File: src/rtl/core/ucs2u8_pkg.sv
package ucs2u8_pkg;

   // Output buffer size of one name; one byte is always kept for the terminator.
   localparam int NAME_CAPACITY = 256;
   localparam int CNT_W = $clog2(NAME_CAPACITY);
   // Width of the capacity compares: room for the count plus a three-byte character.
   localparam int CMP_W = CNT_W + 2;
   localparam logic [CMP_W-1:0] CAP_WIDE = CMP_W'(NAME_CAPACITY);

   localparam logic [15:0] NUL_CHAR  = 16'h0000;
   localparam logic [15:0] SEMI_CHAR = 16'h003B;
   localparam logic [15:0] DOT_CHAR  = 16'h002E;
   localparam logic [15:0] LIMIT_1B  = 16'h0080;
   localparam logic [15:0] LIMIT_2B  = 16'h0800;
   localparam logic [7:0]  LEAD_2B   = 8'hC0;
   localparam logic [7:0]  LEAD_3B   = 8'hE0;
   localparam logic [7:0]  CONT_MARK = 8'h80;
   localparam logic [5:0]  CONT_MASK = 6'h3F;

   typedef struct packed {
      logic             halted;
      logic [CNT_W-1:0] held_dots;
      logic [CNT_W-1:0] bytes_counted;
   } state_type;

   typedef struct packed {
      logic [7:0] release_dots;
      logic [1:0] byte_count;
      logic [7:0] first_byte;
      logic [7:0] second_byte;
      logic [7:0] third_byte;
   } result_type;

endpackage

File: src/rtl/core/ucs2u8_enc.sv
module ucs2u8_enc
   import ucs2u8_pkg::*;
(
   input  logic [15:0] code_unit,
   input  state_type   state_cur,
   output state_type   state_nxt,
   output result_type  result
);

   logic [CMP_W-1:0] used_wide;
   logic [1:0]       char_bytes;

   assign used_wide = CMP_W'(state_cur.bytes_counted);

   always_comb begin
      state_nxt  = state_cur;
      result     = '0;
      char_bytes = 2'd0;
      if (!state_cur.halted) begin
         if ((used_wide + CMP_W'(1) >= CAP_WIDE) || (code_unit == NUL_CHAR) ||
             (code_unit == SEMI_CHAR)) begin
            state_nxt.halted    = 1'b1;
            state_nxt.held_dots = '0;
         end else if (code_unit == DOT_CHAR) begin
            state_nxt.held_dots     = state_cur.held_dots + CNT_W'(1);
            state_nxt.bytes_counted = state_cur.bytes_counted + CNT_W'(1);
         end else if (code_unit < LIMIT_1B) begin
            result.first_byte = code_unit[7:0];
            char_bytes        = 2'd1;
         end else if (code_unit < LIMIT_2B) begin
            if (used_wide + CMP_W'(2) >= CAP_WIDE) begin
               state_nxt.halted    = 1'b1;
               state_nxt.held_dots = '0;
            end else begin
               result.first_byte  = LEAD_2B | {3'b000, code_unit[10:6]};
               result.second_byte = CONT_MARK | {2'b00, code_unit[5:0] & CONT_MASK};
               char_bytes         = 2'd2;
            end
         end else begin
            if (used_wide + CMP_W'(3) >= CAP_WIDE) begin
               state_nxt.halted    = 1'b1;
               state_nxt.held_dots = '0;
            end else begin
               result.first_byte  = LEAD_3B | {4'b0000, code_unit[15:12]};
               result.second_byte = CONT_MARK | {2'b00, code_unit[11:6] & CONT_MASK};
               result.third_byte  = CONT_MARK | {2'b00, code_unit[5:0] & CONT_MASK};
               char_bytes         = 2'd3;
            end
         end
         // A character that is really emitted releases the dots held before it.
         if (char_bytes != 2'd0) begin
            result.byte_count       = char_bytes;
            result.release_dots     = 8'(state_cur.held_dots);
            state_nxt.held_dots     = '0;
            state_nxt.bytes_counted = state_cur.bytes_counted + CNT_W'(char_bytes);
         end
      end
   end

endmodule

File: src/rtl/core/ucs2_name_to_utf8.sv
// Encodes the UCS-2 code units of a file name, one per req transfer, into
// 0 to 3 UTF-8 bytes per rsp transfer; every request yields exactly one
// response. Encoding of a name stops at a zero code unit, at the first ';'
// (the version suffix is dropped), or when a character would not fit in
// NAME_CAPACITY-1 bytes; later units of that name give empty responses.
// Dots are held back and reported in rsp_release_dots just before the next
// emitted character, so trailing dots disappear. The unit marked req_last
// sets rsp_name_end and returns the running state to reset. The block takes
// one code unit per cycle unless the sink stalls. It has an input register,
// one stage of encode logic, and a result register that holds a response
// while the sink stalls.
module ucs2_name_to_utf8
   import ucs2u8_pkg::*;
(
   input  logic        clock,
   input  logic        reset,
   input  logic        req_valid,
   output logic        req_ready,
   input  logic [15:0] req_code_unit,
   input  logic        req_last,
   output logic        rsp_valid,
   input  logic        rsp_ready,
   output logic [7:0]  rsp_release_dots,
   output logic [1:0]  rsp_byte_count,
   output logic [7:0]  rsp_first_byte,
   output logic [7:0]  rsp_second_byte,
   output logic [7:0]  rsp_third_byte,
   output logic        rsp_name_end
);

   logic        in_valid_ff;
   logic [15:0] in_code_ff;
   logic        in_last_ff;
   logic        out_valid_ff;
   result_type  out_result_ff;
   logic        out_end_ff;
   state_type   state_ff;
   state_type   state_in;
   state_type   enc_state;
   result_type  enc_result;
   logic        out_free;
   logic        advance;

   ucs2u8_enc u_enc (
      .code_unit (in_code_ff),
      .state_cur (state_ff),
      .state_nxt (enc_state),
      .result    (enc_result)
   );

   assign out_free  = !out_valid_ff || rsp_ready;
   assign advance   = in_valid_ff && out_free;
   assign req_ready = !in_valid_ff || advance;

   always_comb begin
      state_in = state_ff;
      if (advance) begin
         state_in = in_last_ff ? '0 : enc_state;
      end
   end

   always_ff @(posedge clock) begin
      if (reset) begin
         in_valid_ff  <= 1'b0;
         out_valid_ff <= 1'b0;
         state_ff     <= '0;
      end else begin
         state_ff <= state_in;
         if (req_ready) begin
            in_valid_ff <= req_valid;
         end
         if (out_free) begin
            out_valid_ff <= in_valid_ff;
         end
      end
   end

   always_ff @(posedge clock) begin
      if (req_valid && req_ready) begin
         in_code_ff <= req_code_unit;
         in_last_ff <= req_last;
      end
      if (advance) begin
         out_result_ff <= enc_result;
         out_end_ff    <= in_last_ff;
      end
   end

   assign rsp_valid        = out_valid_ff;
   assign rsp_release_dots = out_result_ff.release_dots;
   assign rsp_byte_count   = out_result_ff.byte_count;
   assign rsp_first_byte   = out_result_ff.first_byte;
   assign rsp_second_byte  = out_result_ff.second_byte;
   assign rsp_third_byte   = out_result_ff.third_byte;
   assign rsp_name_end     = out_end_ff;

endmodule

File: config.mk
export PLATFORM = sky130hd
export DESIGN_NAME = ucs2_name_to_utf8
export DESIGN_NICKNAME = d
export VERILOG_FILES = /design/src/rtl/core/ucs2u8_pkg.sv /design/src/rtl/core/ucs2u8_enc.sv /design/src/rtl/core/ucs2_name_to_utf8.sv
export SDC_FILE = /design/constraint.sdc
export NUM_CORES = 1
export LEC_CHECK = 0
export BUFFER_PORTS_ARGS = -buffer_cell sky130_fd_sc_hd__buf_2
export CORE_UTILIZATION = 40
export DETAILED_ROUTE_END_ITERATION = 8
export GPL_TIMING_DRIVEN = 0
export PLACE_DENSITY = 0.71
export REMOVE_ABC_BUFFERS = 1
export SLEW_MARGIN = 20
export SYNTH_ARGS = -nofsm -noshare
export SYNTH_HDL_FRONTEND = slang
export SYNTH_SLANG_ARGS = --single-unit
File: constraint.sdc
create_clock -name clock -period 4.95 [get_ports clock]
set_input_delay 0 -clock clock [delete_from_list [all_inputs] [get_ports clock]]
set_output_delay 0 -clock clock [all_outputs]
set_load 0.02 [all_outputs]
After elaboration in Yosys (flattened, before gate mapping). Index checks and enable logic that the tools add are counted.

Bits in registers: 71. Output and inout bits: 37. Logic and storage cells: 74.

Add/sub/neg operators: 6. $lt $le $gt $ge: 5. Equality and inequality tests: 6. Muxes and demuxes: 23. Bitwise gates (word level): 1. Reductions and logical operators: 19.

Operators by type and width (count): 16-bit 2-to-1 mux (3); 9-bit 2-to-1 mux (5); 17-bit 2-to-1 mux (2); 16-bit by 6-bit equality test with 1-bit output (second input constant) (2); 8-bit 2-to-1 mux (4); 10-bit by 9-bit >= comparator with 1-bit output (second input constant) (3); 24-bit 2-to-1 mux (1); 8-bit by 2-bit adder with 9-bit output (second input constant) (2); 8-bit by 1-bit adder with 8-bit output (second input constant) (2); 16-bit logical NOT (1); 16-bit by 12-bit less-than comparator with 1-bit output (second input constant) (1); 16-bit by 8-bit less-than comparator with 1-bit output (second input constant) (1); 2-bit 2-to-1 mux (7); 8-bit by 1-bit adder with 9-bit output (second input constant) (1); 8-bit by 2-bit adder with 8-bit output (1); 6-bit by 4-bit != test with 1-bit output (second input constant) (1); 6-bit nonzero test (1); 6-bit OR reduction (1); 5-bit by 3-bit != test with 1-bit output (second input constant) (1); 5-bit AND reduction (1); 5-bit OR reduction (1); 1-bit logical OR (4); 4-bit AND reduction (1); 4-bit OR reduction (1); other kinds (10) (12).

Logic depth before layout (Yosys ltp). Gate-level depths: netlist of run 1.

Depth after elaboration: 12. Depth in mapped cells: 12. Mapped depth without buffers: 11.

Hierarchy. From an unflattened synthesis of run 1, not the netlist that was laid out.

Cells, all modules: 308. Area, all modules: 3439.5 um2.

Modules (own cells, without submodules): ucs2_name_to_utf8 (instances 1, cells each 141, area an instance 2396.0 um2); ucs2u8_enc (instances 1, cells each 167, area an instance 1043.5 um2).

Worst setup path after synthesis of run 1. OpenSTA, ideal clock, no wires.

Kind: reg2reg. Start: reg out_valid_ff, in the netlist rsp_valid. End: reg state_ff[10] (netlist bit). Library setup time: 0.123 ns. Data arrival time: 2.826 ns. Data required time: 4.827 ns. Setup slack: 2.001 ns. Stages on the path, launching flop included: 9. Cells stage by stage: dfxtp_1 > nor2b_1 > nand2b_1 > clkbuf_1 > inv_1 > clkbuf_1 > o21ai_0 > o21bai_2 > nor2_1.

Longest elaborated chain between the ends: 4.

Ends and longest elaborated chain: from (decl) (line ucs2_name_to_utf8.sv:34) `logic out_valid_ff;`; from (signal assigned) (line ucs2_name_to_utf8.sv:73) `out_valid_ff <= in_valid_ff;`; 1-bit logical NOT (line ucs2_name_to_utf8.sv:51) `assign out_free = !out_valid_ff || rsp_ready;`; 1-bit logical OR (line ucs2_name_to_utf8.sv:51); 1-bit logical AND (line ucs2_name_to_utf8.sv:52) `assign advance = in_valid_ff && out_free;`; named net advance (line ucs2_name_to_utf8.sv:42) `logic advance;`; 5-bit AND reduction (no source line); to (signal assigned) (line ucs2_name_to_utf8.sv:68) `state_ff <= state_in;`; to (decl) (line ucs2_name_to_utf8.sv:37) `state_type state_ff;`.

The timed path passes the listed nets, and every way through them passes these cells. A chain may end at the register's enable or synchronous reset.

Worst setup path after layout of run 1.
Start: reg in_code_ff[10]. End: reg state_ff[7] (netlist bit).

Longest elaborated chain between the ends: 10.

Ends and longest elaborated chain: from (decl) (line ucs2_name_to_utf8.sv:32) `logic [15:0] in_code_ff;`; from (signal assigned) (line ucs2_name_to_utf8.sv:80) `in_code_ff <= req_code_unit;`; 16-bit by 12-bit less-than comparator with 1-bit output (line ucs2u8_enc.sv:30) `end else if (code_unit < LIMIT_2B) begin`; 2-bit 2-to-1 mux (line ucs2u8_enc.sv:30); 2-bit 2-to-1 mux (line ucs2u8_enc.sv:27) `end else if (code_unit < LIMIT_1B) begin`; 2-bit 2-to-1 mux (line ucs2u8_enc.sv:24) `end else if (code_unit == DOT_CHAR) begin`; 2-bit 2-to-1 mux (line ucs2u8_enc.sv:20) `if ((used_wide + CMP_W'(1) >= CAP_WIDE) || (code_unit == NUL_CHAR) ||`; 2-bit 2-to-1 mux (line ucs2u8_enc.sv:19) `if (!state_cur.halted) begin`; 8-bit by 2-bit adder with 8-bit output or 2-bit nonzero test (tied branches) (line ucs2u8_enc.sv:55, ucs2u8_enc.sv:51); 16-bit 2-to-1 mux (line ucs2u8_enc.sv:51) `if (char_bytes != 2'd0) begin`; 17-bit 2-to-1 mux (line ucs2u8_enc.sv:19); 17-bit 2-to-1 mux (line ucs2_name_to_utf8.sv:58) `state_in = in_last_ff ? '0 : enc_state;`.

Parallel ways exist; a longest one is shown, timed or not. The select of a mux whose other input is x is not followed.

==> results of run 1 <==
[worst reg2reg max path, delay by kind of cell (launching register included)]
| family | cells | cell delay (ns) |
|---|---|---|
| AO/OA/AOI/OAI | 3 | 0.50 |
| AND/OR/NAND/NOR | 5 | 1.84 |
| adder cells (fa/ha/maj) | 1 | 0.33 |
| flip-flops | 1 | 0.42 |
[cell usage in the layout, fill, tap and decap left out, types with 8 or more instances in the layout]
cell | synthesis | final
a21oi_1 | 16 | 16
nor2_1 | 19 | 19
nand3_1 | 8 | 8
clkbuf_8 | 0 | 10
dfxtp_1 | 19 | 19
buf_2 | 1 | 55
nand2_1 | 12 | 12
dlygate4sd3_1 | 0 | 21
and2_1 | 18 | 18
edfxtp_1 | 50 | 50
o21ai_0 | 8 | 8
[worst paths after layout]
| check | from | endpoint | slack (ns) | depth (start not counted) |
|---|---|---|---|---|
| worst max-delay path | in_code_ff[10] | state_ff[7] | 1.80 | 9 |
| worst min-delay path | req_last | in_last_ff | 0.37 | 2 |
| worst max register to register | in_code_ff[10] | state_ff[7] | 1.80 | 9 |
| worst min register to register | state_ff[5] | state_ff[5] | 0.49 | 2 |
[power groups by stage]
stage | sequential (W) | combinational [W] | clock [W]
6_report | 0.000657 | 0.0000866 | 0.000482
5_1_grt | 0.000660 | 0.0000950 | 0.000517
4_1_cts | 0.000657 | 0.0000873 | 0.000491
3_5_place_dp | 0.000670 | 0.0000747 | 0
3_3_place_gp | 0.000670 | 0.0000728 | 0
2_1_floorplan | 0.000680 | 0.0000335 | 0
[synth_stat cells, drive strengths merged, types with 2 or more instances]
library cell,instances,area (um2)
nor4,4,31.3
a21o,4,30.0
dfxtp,19,380
xor2,6,52.6
a31o,2,17.5
or3,3,23.8
a222oi,3,30.0
edfxtp,50,1500
inv,5,18.8
nor3,2,10.0
or4,4,33.8
and3,5,31.3
o21ai,9,48.8
o21a,3,22.5
nor2b,2,12.5
o21bai,2,18.8
nor2,19,71.3
a21oi,16,80.1
and4,2,17.5
nand2,12,45.0
a22oi,3,22.5
nand3,9,50.1
clkbuf,7,26.3
or2,2,15.0
a22o,5,43.8
ha,3,37.5
a31oi,2,12.5
buf,3,20.0
nand4,6,37.5
and2,18,113
o31ai,4,30.0
nand2b,2,12.5
[state kept, by name, indices dropped and copies added, names as in the netlist]
signal            cells
in_code_ff           16
in_last_ff            1
in_valid_ff           1
rsp_byte_count        2
rsp_first_byte        8
rsp_name_end          1
rsp_release_dots      8
rsp_second_byte       7
rsp_third_byte        7
rsp_valid             1
state_ff             17
[timing repair]
item                      CTS  global route
resized for setup           0             0
hold buffers               21             0
setup buffers               0             0
hold endpoints to repair   25             0
[final cells by class]
class                   instances  share of cell area [%]
multi-input cells             161                    27.5
repair buffers                 76                    12.9
clock inverters                 5                    1.46
well taps                      99                    3.29
flip-flops and latches         69                    50.0
clock buffers                  11                    4.33
inverters                       5                   0.499
[routing by layer]
layer / vias up / wire length [um]
met5: - / 0
met4: 0 / 98
met3: 9 / 357
met2: 71 / 2570
met1: 977 / 2490
li1: 1078 / -
[cell families after synthesis]
logic type	after synthesis
and+or+nand+nor	91
DFF	69
AOI/OAI and AO/OA	57
xor gates and xnor gates	6
muxes	1
buffers and inverters	15
adders and majority gates	4
other	1
[stage by stage]
stage                     worst slack, ns  hold WS, ns
after floorplan                      2.15       0.0691
after global placement               1.85        0.178
after detailed placement             1.82        0.179
after CTS                            1.81        0.356
after global routing                 1.58        0.357
final                                1.80        0.367
==> results.cfg, run 1 <==
[worst_setup_path]
crit_chain = or3_1 -> or4_4 -> nor2_1 -> a21oi_1 -> ha_1 -> a21o_1 -> nand3_1 -> or4_1 -> a21oi_1
crit_path_end_kind = flip-flop
critical_path.max_stage_delay_ns = 0.47
crit_fanout = 8
critical_path_class = flip-flop to flip-flop
cp_top_family = simple AND/OR/NAND/NOR gates
crit_top_cell = a21oi_1
required_ns = 5.23
cp.buffers_inverters = 0
cp.arrival_ns = 3.43
slowest_stage = or4_4
cp-start-kind = flip-flop

[global_route]
use_met2_pct = 23.9
grtUsageTotal_pct = 15.5
grt_pass1_wl_um = 8940
use_met1_pct = 19.7
grt_max_degree = 44
grt_antenna_before_repair = 0
grt_pass1_vias = 1947
grt-busiest-layer = met2
grt-ovfl-total = 0
gr-usage-met3_pct = 5.60

[placement]
dpl.hpwl_um = 3850
gp_congestion = 0.847
placed_area_mm2 = 0.00333
io_buffers = 55
dp_cells = 389

[finish]
drive_above_1_share_pct = 25.1
stdcell_count = 426
multi_input_comb_area_mm2 = 0.00103
fin_util_pct = 52.1
diodes = 0
stdcell_area_mm2 = 0.00376
layout.nets = 347
fillCellCount = 653
syn_to_final_growth_pct = 26.4
seqCellArea_mm2 = 0.00188

[logic_synthesis]
ys_types = 48
synth_top_family_by_area = simple AND/OR/NAND/NOR gates
synthMuxAreaShare_pct = 0.336
netlist_instances = 244
yosys_warnings = 0
yosys.area_share.simple_pct = 17.2
ys.flop_type = edfxtp_1
synth_compound_area_share_pct = 13.2
avgSynthCellArea_um2 = 12.2
syn_area_mm2 = 0.00298
ys_seq_area_share_pct = 63.2
synth_xor_area_share_pct = 1.77
synthAdderAreaFrac_pct = 1.93
synth_edf_count = 50
synth_seq_cells = 69
synth_async_sr_flop_share_pct = 0

[floorplanning]
initial_core_util_pct = 41.2
fp.dieW_um = 88.2
coreArea_mm2 = 0.00721
rows = 31
die_area_mm2 = 0.00779
dieHeight_um = 88.2
io_pins = 58

[clock_tree]
cts_max_path_buffers = 2
cts.sinks = 69
cts_tree = built
cts-buffers-inserted = 9
clock-root-buffer = clkbuf_8
clk_pin_slew_ns = 0.07
clock_latency_ns = 0.34
htree_levels = 3

[timing]
hold_violations = 0
finalMaxSlewViolations = 0
final.setup_skew_ns = 0.00853
rsz0062_at_grt = false
timing.final.crit_share_pct = 63.6
relSlewSlack_pct = 44.2
setup_viol = 0
worstMarginPinSlew_ns = 0.833
min_period_ns = 3.15
fin_setup_tns_ns = 0
fmax_ghz = 0.318

[min_path]
hold_path.class = input port to flip-flop

[power_and_ir_drop]
pwr-share-clk_pct = 39.3
pwr-share-seq_pct = 53.6
p_leak_nw = 1.40
irDropWorstVdd_mv = 0.153
power_density_mw_per_mm2 = 326
p_int_w = 0.000956
net-switching-power_w = 0.000270
power.total_w = 0.00123
pwr-share-comb_pct = 7.1
swShare_pct = 22.0

[detailed_routing]
drc = 0
first_pass_iters = 4
drt_iter0_drc = 205
vias_per_cell = 5.01
vias = 2135
ant_nets = 0
detail_route.wl_per_cell_um = 13.0
drt-total-wl_um = 5520

[status]
outcome = completed

[run]
cap_viol_max_count = 0
(Power assumes the default switching activity.)
==> inputs of run 2 (changes only) <==
Settings changed: PLACE_DENSITY 0.71 to 0.73.
Clock period 4.95 ns to 2.7 ns, I/O delays scaled along.
==> results.cfg, run 2 (same netlist as run 1, synthesis figures left out) <==
[finish]
drive_above_1_share_pct = 30.4
fillCellCount = 631
final_common_cell = buf_2
largest_reg_flops = 17
stdcell_area_mm2 = 0.00389
syn_to_final_growth_pct = 30.6
layout.nets = 355
reg_top3 = state_ff (17), in_code_ff (16)
top_register = state_ff
final_cell_mix = 55 x buf_2, 50 x edfxtp_1, 21 x dlygate4sd3_1, 19 x dfxtp_1
stdcell_count = 434
diodes = 0

[placement]
dp_cells = 389
gp_congestion = 0.811
placed_area_mm2 = 0.00333
dpl.hpwl_um = 3790
io_buffers = 55

[floorplanning]
fp.dieW_um = 88.2
io_pins = 58
rows = 31
initial_core_util_pct = 41.2
die_area_mm2 = 0.00779
coreArea_mm2 = 0.00721
dieHeight_um = 88.2

[global_route]
grt_antenna_before_repair = 0
grtUsageTotal_pct = 16.5
grt-ovfl-total = 0
grt_pass1_vias = 2049
grt_pass1_wl_um = 9520
grt_max_degree = 44

[power_and_ir_drop]
power_density_mw_per_mm2 = 567
net-switching-power_w = 0.000485
pwr-share-clk_pct = 37.5
p_leak_nw = 1.44
irDropWorstVdd_mv = 0.185
swShare_pct = 22.0
p_int_w = 0.00172
pwr-share-comb_pct = 7.6
power.total_w = 0.00220
pwr-share-seq_pct = 54.9

[detailed_routing]
drt_iter0_drc = 239
vias_per_cell = 5.07
detail_route.wl_per_cell_um = 13.6
ant_nets = 0
vias = 2201
drc = 0
drt-total-wl_um = 5900
first_pass_iters = 4

[clock_tree]
cts-buffers-inserted = 9
cts.sinks = 69
htree_levels = 3
cts_max_path_buffers = 2
clk_pin_slew_ns = 0.07
clock-root-buffer = clkbuf_8
clock_latency_ns = 0.34
cts_tree = built

[timing]
final.setup_skew_ns = 0.00546
hold_violations = 0
rsz0062_at_grt = true
timing.final.crit_share_pct = 98.9
relSlewSlack_pct = 47.5
worstMarginPinSlew_ns = 0.787
fin_setup_tns_ns = 0
min_period_ns = 2.67
finalMaxSlewViolations = 0
hold_ws_ns = 0.367
setup_viol = 0
fmax_ghz = 0.374

[worst_setup_path]
slowest_stage = or4_4
crit_top_cell = or4_4
crit_path_end_kind = flip-flop
reg2reg_slack_ns = 0.03
cp.arrival_ns = 2.95
crit_chain = or3_4 -> or4_4 -> nor2_4 -> a21oi_4 -> ha_4 -> a21o_1 -> nand3_2 -> or4_4 -> a21oi_2
crit_fanout = 4
critical_path.max_stage_delay_ns = 0.53
cp-start-kind = flip-flop
critical_path_class = flip-flop to flip-flop
required_ns = 2.98

[status]
outcome = completed

[run]
cap_viol_max_count = 0

[min_path]
hold_path.class = input port to flip-flop
[run 2: cell count changes in the layout (fill, tap and decap cells not counted), sizes merged]
cell / previous run / this run
buf: 55 / 63
clkinv: 3 / 1
bufinv: 1 / 0
clkinvlp: 0 / 1
inv: 6 / 5
clkbuf: 11 / 14
[run 2: worst max-delay path, delay by kind of cell (launching register included)]
family	cells	cell delay (ns)
AND/OR/NAND/NOR	5	1.62
adder cells (fa/ha/maj)	1	0.26
flip-flops	1	0.42
AO/OA/AOI/OAI	3	0.31
[run 2: through the flow]
step,setup slack (ns),utilization (%)
after global placement,-0.392,46.2
after CTS,-0.0200,52.7
after detailed placement,-0.429,46.2
after global routing,-0.0500,53.9
after floorplan,-0.0953,-
final,0.0297,53.9
[run 2: layout make-up]
class | count | area, um2 | area share [%]
Clock buffer | 14 | 194 | 4.99
Inverter | 5 | 18.8 | 0.483
Clock inverter | 2 | 12.5 | 0.322
Timing Repair Buffer | 84 | 546 | 14.0
Multi-Input combinational cell | 161 | 1110 | 28.6
Tap cell | 99 | 124 | 3.19
Sequential cell | 69 | 1880 | 48.4
[run 2: what timing repair did]
action / CTS / global route
pin swaps: 1 / 6
hold buffers: 21 / 0
endpoints found under the setup margin: 7 / 8
resized for setup: 9 / 9
endpoints found under the hold margin: 25 / 0
setup buffers: 2 / 6
[run 2: path summary, 6_finish.rpt]
kind | endpoint | from | depth (start not counted)
max | state_ff[7] | in_code_ff[9] | 9
min | in_code_ff[11] | req_code_unit[11] | 2
max reg2reg | state_ff[7] | in_code_ff[9] | 9
min reg2reg | state_ff[5] | state_ff[5] | 2
[run 2: metal layers]
layer,GRT usage [%],share of wire [%]
met1,20.7,44
met2,25.8,47
met3,5.69,7.2
met4,7.33,2.2
met5,0,0
[run 2: power groups by stage]
stage	sequential [W]	combinational (W)	clock, W
2_1_floorplan	0.00125	0.0000615	0
3_3_place_gp	0.00123	0.000133	0
3_5_place_dp	0.00123	0.000135	0
4_1_cts	0.00121	0.000161	0.000841
5_1_grt	0.00121	0.000184	0.000893
6_report	0.00121	0.000168	0.000825
==> inputs of run 3 (changes only) <==
Settings changed: ABC_AREA set to 1, CORE_UTILIZATION 40 to 45, PLACE_DENSITY 0.73 to 0.79.
==> results.cfg, run 3 <==
[status]
outcome = completed

[worst_setup_path]
crit_path_end_kind = flip-flop
r2r-start = in_code_ff[13]
r2r_cells = 15
crit_fanout = 7
critical_path_class = flip-flop to flip-flop
reg2reg_slack_ns = 0.22
required_ns = 2.98
r2r_end = state_ff[4]
cp-start-kind = flip-flop
cp.arrival_ns = 2.76

[logic_synthesis]
synth_area_leader_cell = edfxtp_1
yosys.area.top_type_share_pct = 47.3
yosysMostFrequentCell = nand2_1
avgSynthCellArea_um2 = 9.43
synth_edf_count = 50
netlist_instances = 337
ys_seq_area_share_pct = 59.2
synth_common_cells = 69 x nand2_1, 57 x nor2_1, 50 x edfxtp_1
ys_types = 33
synth_area_leaders = edfxtp_1 47%, dfxtp_1 12%, nand2_1 8.2%
ys.flop_type = edfxtp_1
synth_async_sr_flop_share_pct = 0
yosys_warnings = 0
syn_area_mm2 = 0.00318
synth_seq_cells = 69

[floorplanning]
io_pins = 58
initial_core_util_pct = 46.8
coreArea_mm2 = 0.00679
die_area_mm2 = 0.00740
rows = 30
fp.dieW_um = 86.0
dieHeight_um = 86.0

[timing]
min_period_ns = 2.48
final.setup_skew_ns = 0.0134
rsz0062_at_grt = false
relSlewSlack_pct = 51.7
fin_ws_ns = 0.216
setup_viol = 0
fmax_ghz = 0.403
finalMaxSlewViolations = 0
worstMarginPinSlew_ns = 0.724
timing.final.crit_share_pct = 92.0
hold_violations = 0

[clock_tree]
clk_pin_slew_ns = 0.08
cts_tree = built
htree_levels = 3
clock_latency_ns = 0.35
cts_max_path_buffers = 2
clock-root-buffer = clkbuf_8
cts.sinks = 69
cts-buffers-inserted = 9

[finish]
final_common_cell = nand2_1
fin_util_pct = 58.8
final_cell_mix = 68 x nand2_1, 56 x nor2_1, 55 x buf_2, 50 x edfxtp_1, 35 x inv_1
largest_reg_flops = 17
seqCellArea_mm2 = 0.00188
stdcell_area_mm2 = 0.00400
drive_above_1_share_pct = 24.7
diodes = 0
reg_top3 = state_ff (17), in_code_ff (16)
multi_input_comb_area_mm2 = 0.00116
stdcell_count = 525
top_register = state_ff
fillCellCount = 570
layout.nets = 449
syn_to_final_growth_pct = 25.8

[global_route]
grt_pass1_vias = 2418
grt-ovfl-total = 0
grtUsageTotal_pct = 18.9
grt_max_degree = 37
grt_antenna_before_repair = 0
grt_pass1_wl_um = 10800

[placement]
dp_cells = 484
placed_area_mm2 = 0.00355
dp_worst_setup_slack_ns = -0.0261
gp_congestion = 0.885
io_buffers = 55
dpl.hpwl_um = 4450

[detailed_routing]
vias_per_cell = 4.84
drc = 0
first_pass_iters = 4
ant_nets = 0
detail_route.wl_per_cell_um = 12.4
drt-total-wl_um = 6490
vias = 2543
drt_iter0_drc = 163

[run]
cap_viol_max_count = 0

[power_and_ir_drop]
irDropWorstVdd_mv = 0.314
power_density_mw_per_mm2 = 536
p_leak_nw = 1.64

[min_path]
min_from = req_code_unit[5]
holdPathEnd = in_code_ff[5]
hold_path.class = input port to flip-flop
holdPathStages = 2
[run 3: per-layer routing]
metal	GRT usage [%]	vias up	part of all wire, %
met3	3.95	10	4.6
met5	0	-	0
met4	7.12	0	1.3
met2	32.3	78	48
li1	-	1277	-
met1	23.4	1178	46
[run 3: where the power goes]
part	switching, W	internal, W
clock	0.000375	0.000327
sequential	0.0000300	0.00119
combinational	0.000135	0.0000882
[run 3: stage by stage]
step | setup TNS (ns) | hold WS [ns] | total power [W]
finish | 0 | 0.357 | 0.00214
global route | 0 | 0.359 | 0.00222
CTS | 0 | 0.344 | 0.00213
detailed placement | -0.0261 | 0.178 | 0.00143
floorplan | 0 | 0.0691 | 0.00136
global placement | 0 | 0.178 | 0.00142
[run 3: repair_timing]
item | 4_1_cts | 5_1_grt
buffers inserted | 0 | 3
resized for setup | 3 | 9
endpoints found under the hold margin | 24 | 0
hold buffers | 22 | 0
pin swaps | 0 | 2
setup endpoints to repair | 1 | 7
[run 3: how the worst max path moves through the flow]
stage	startpoint	to	slack [ns]
finish	in_code_ff[13]	state_ff[4]	0.22
CTS	state_ff[4]	state_ff[5]	0.04
global placement	in_code_ff[12]	state_ff[4]	0.08
detailed placement	in_code_ff[15]	state_ff[4]	-0.03
global route	in_code_ff[13]	state_ff[4]	0.02
floorplan	in_code_ff[15]	state_ff[2]	0.36
[run 3: cell families (layout without fill, tap and decap cells)]
logic type	after synthesis	after routing	synth area share, %
simple gates	181	181	26.7
flops	69	69	59.2
other cells	1	2	0.118
compound gates	32	32	5.47
buf+inv	47	138	5.83
fa+ha+maj	4	4	1.81
xor+xnor	3	3	0.827
[run 3: layout make-up]
type	instances	share of cell area, %
Inverter	42	3.95
Tap cell	96	3.01
Sequential cell	69	47.2
Timing Repair Buffer	80	13.0
Clock buffer	11	3.29
Multi-Input combinational cell	222	28.9
Clock inverter	5	0.689
[run 3: worst max-delay path: stages, from the launching register on]
cell	delay, ns
edfxtp_1	0.46
nor2_4	0.17
nand3b_4	0.13
inv_1	0.09
nand2_2	0.10
nand2_1	0.10
nand2_2	0.08
inv_2	0.08
nand2_1	0.05
ha_2	0.19
fa_2	0.40
nand2_1	0.10
nor2_1	0.05
nor4_2	0.20
nand2_1	0.09
a21oi_1	0.11
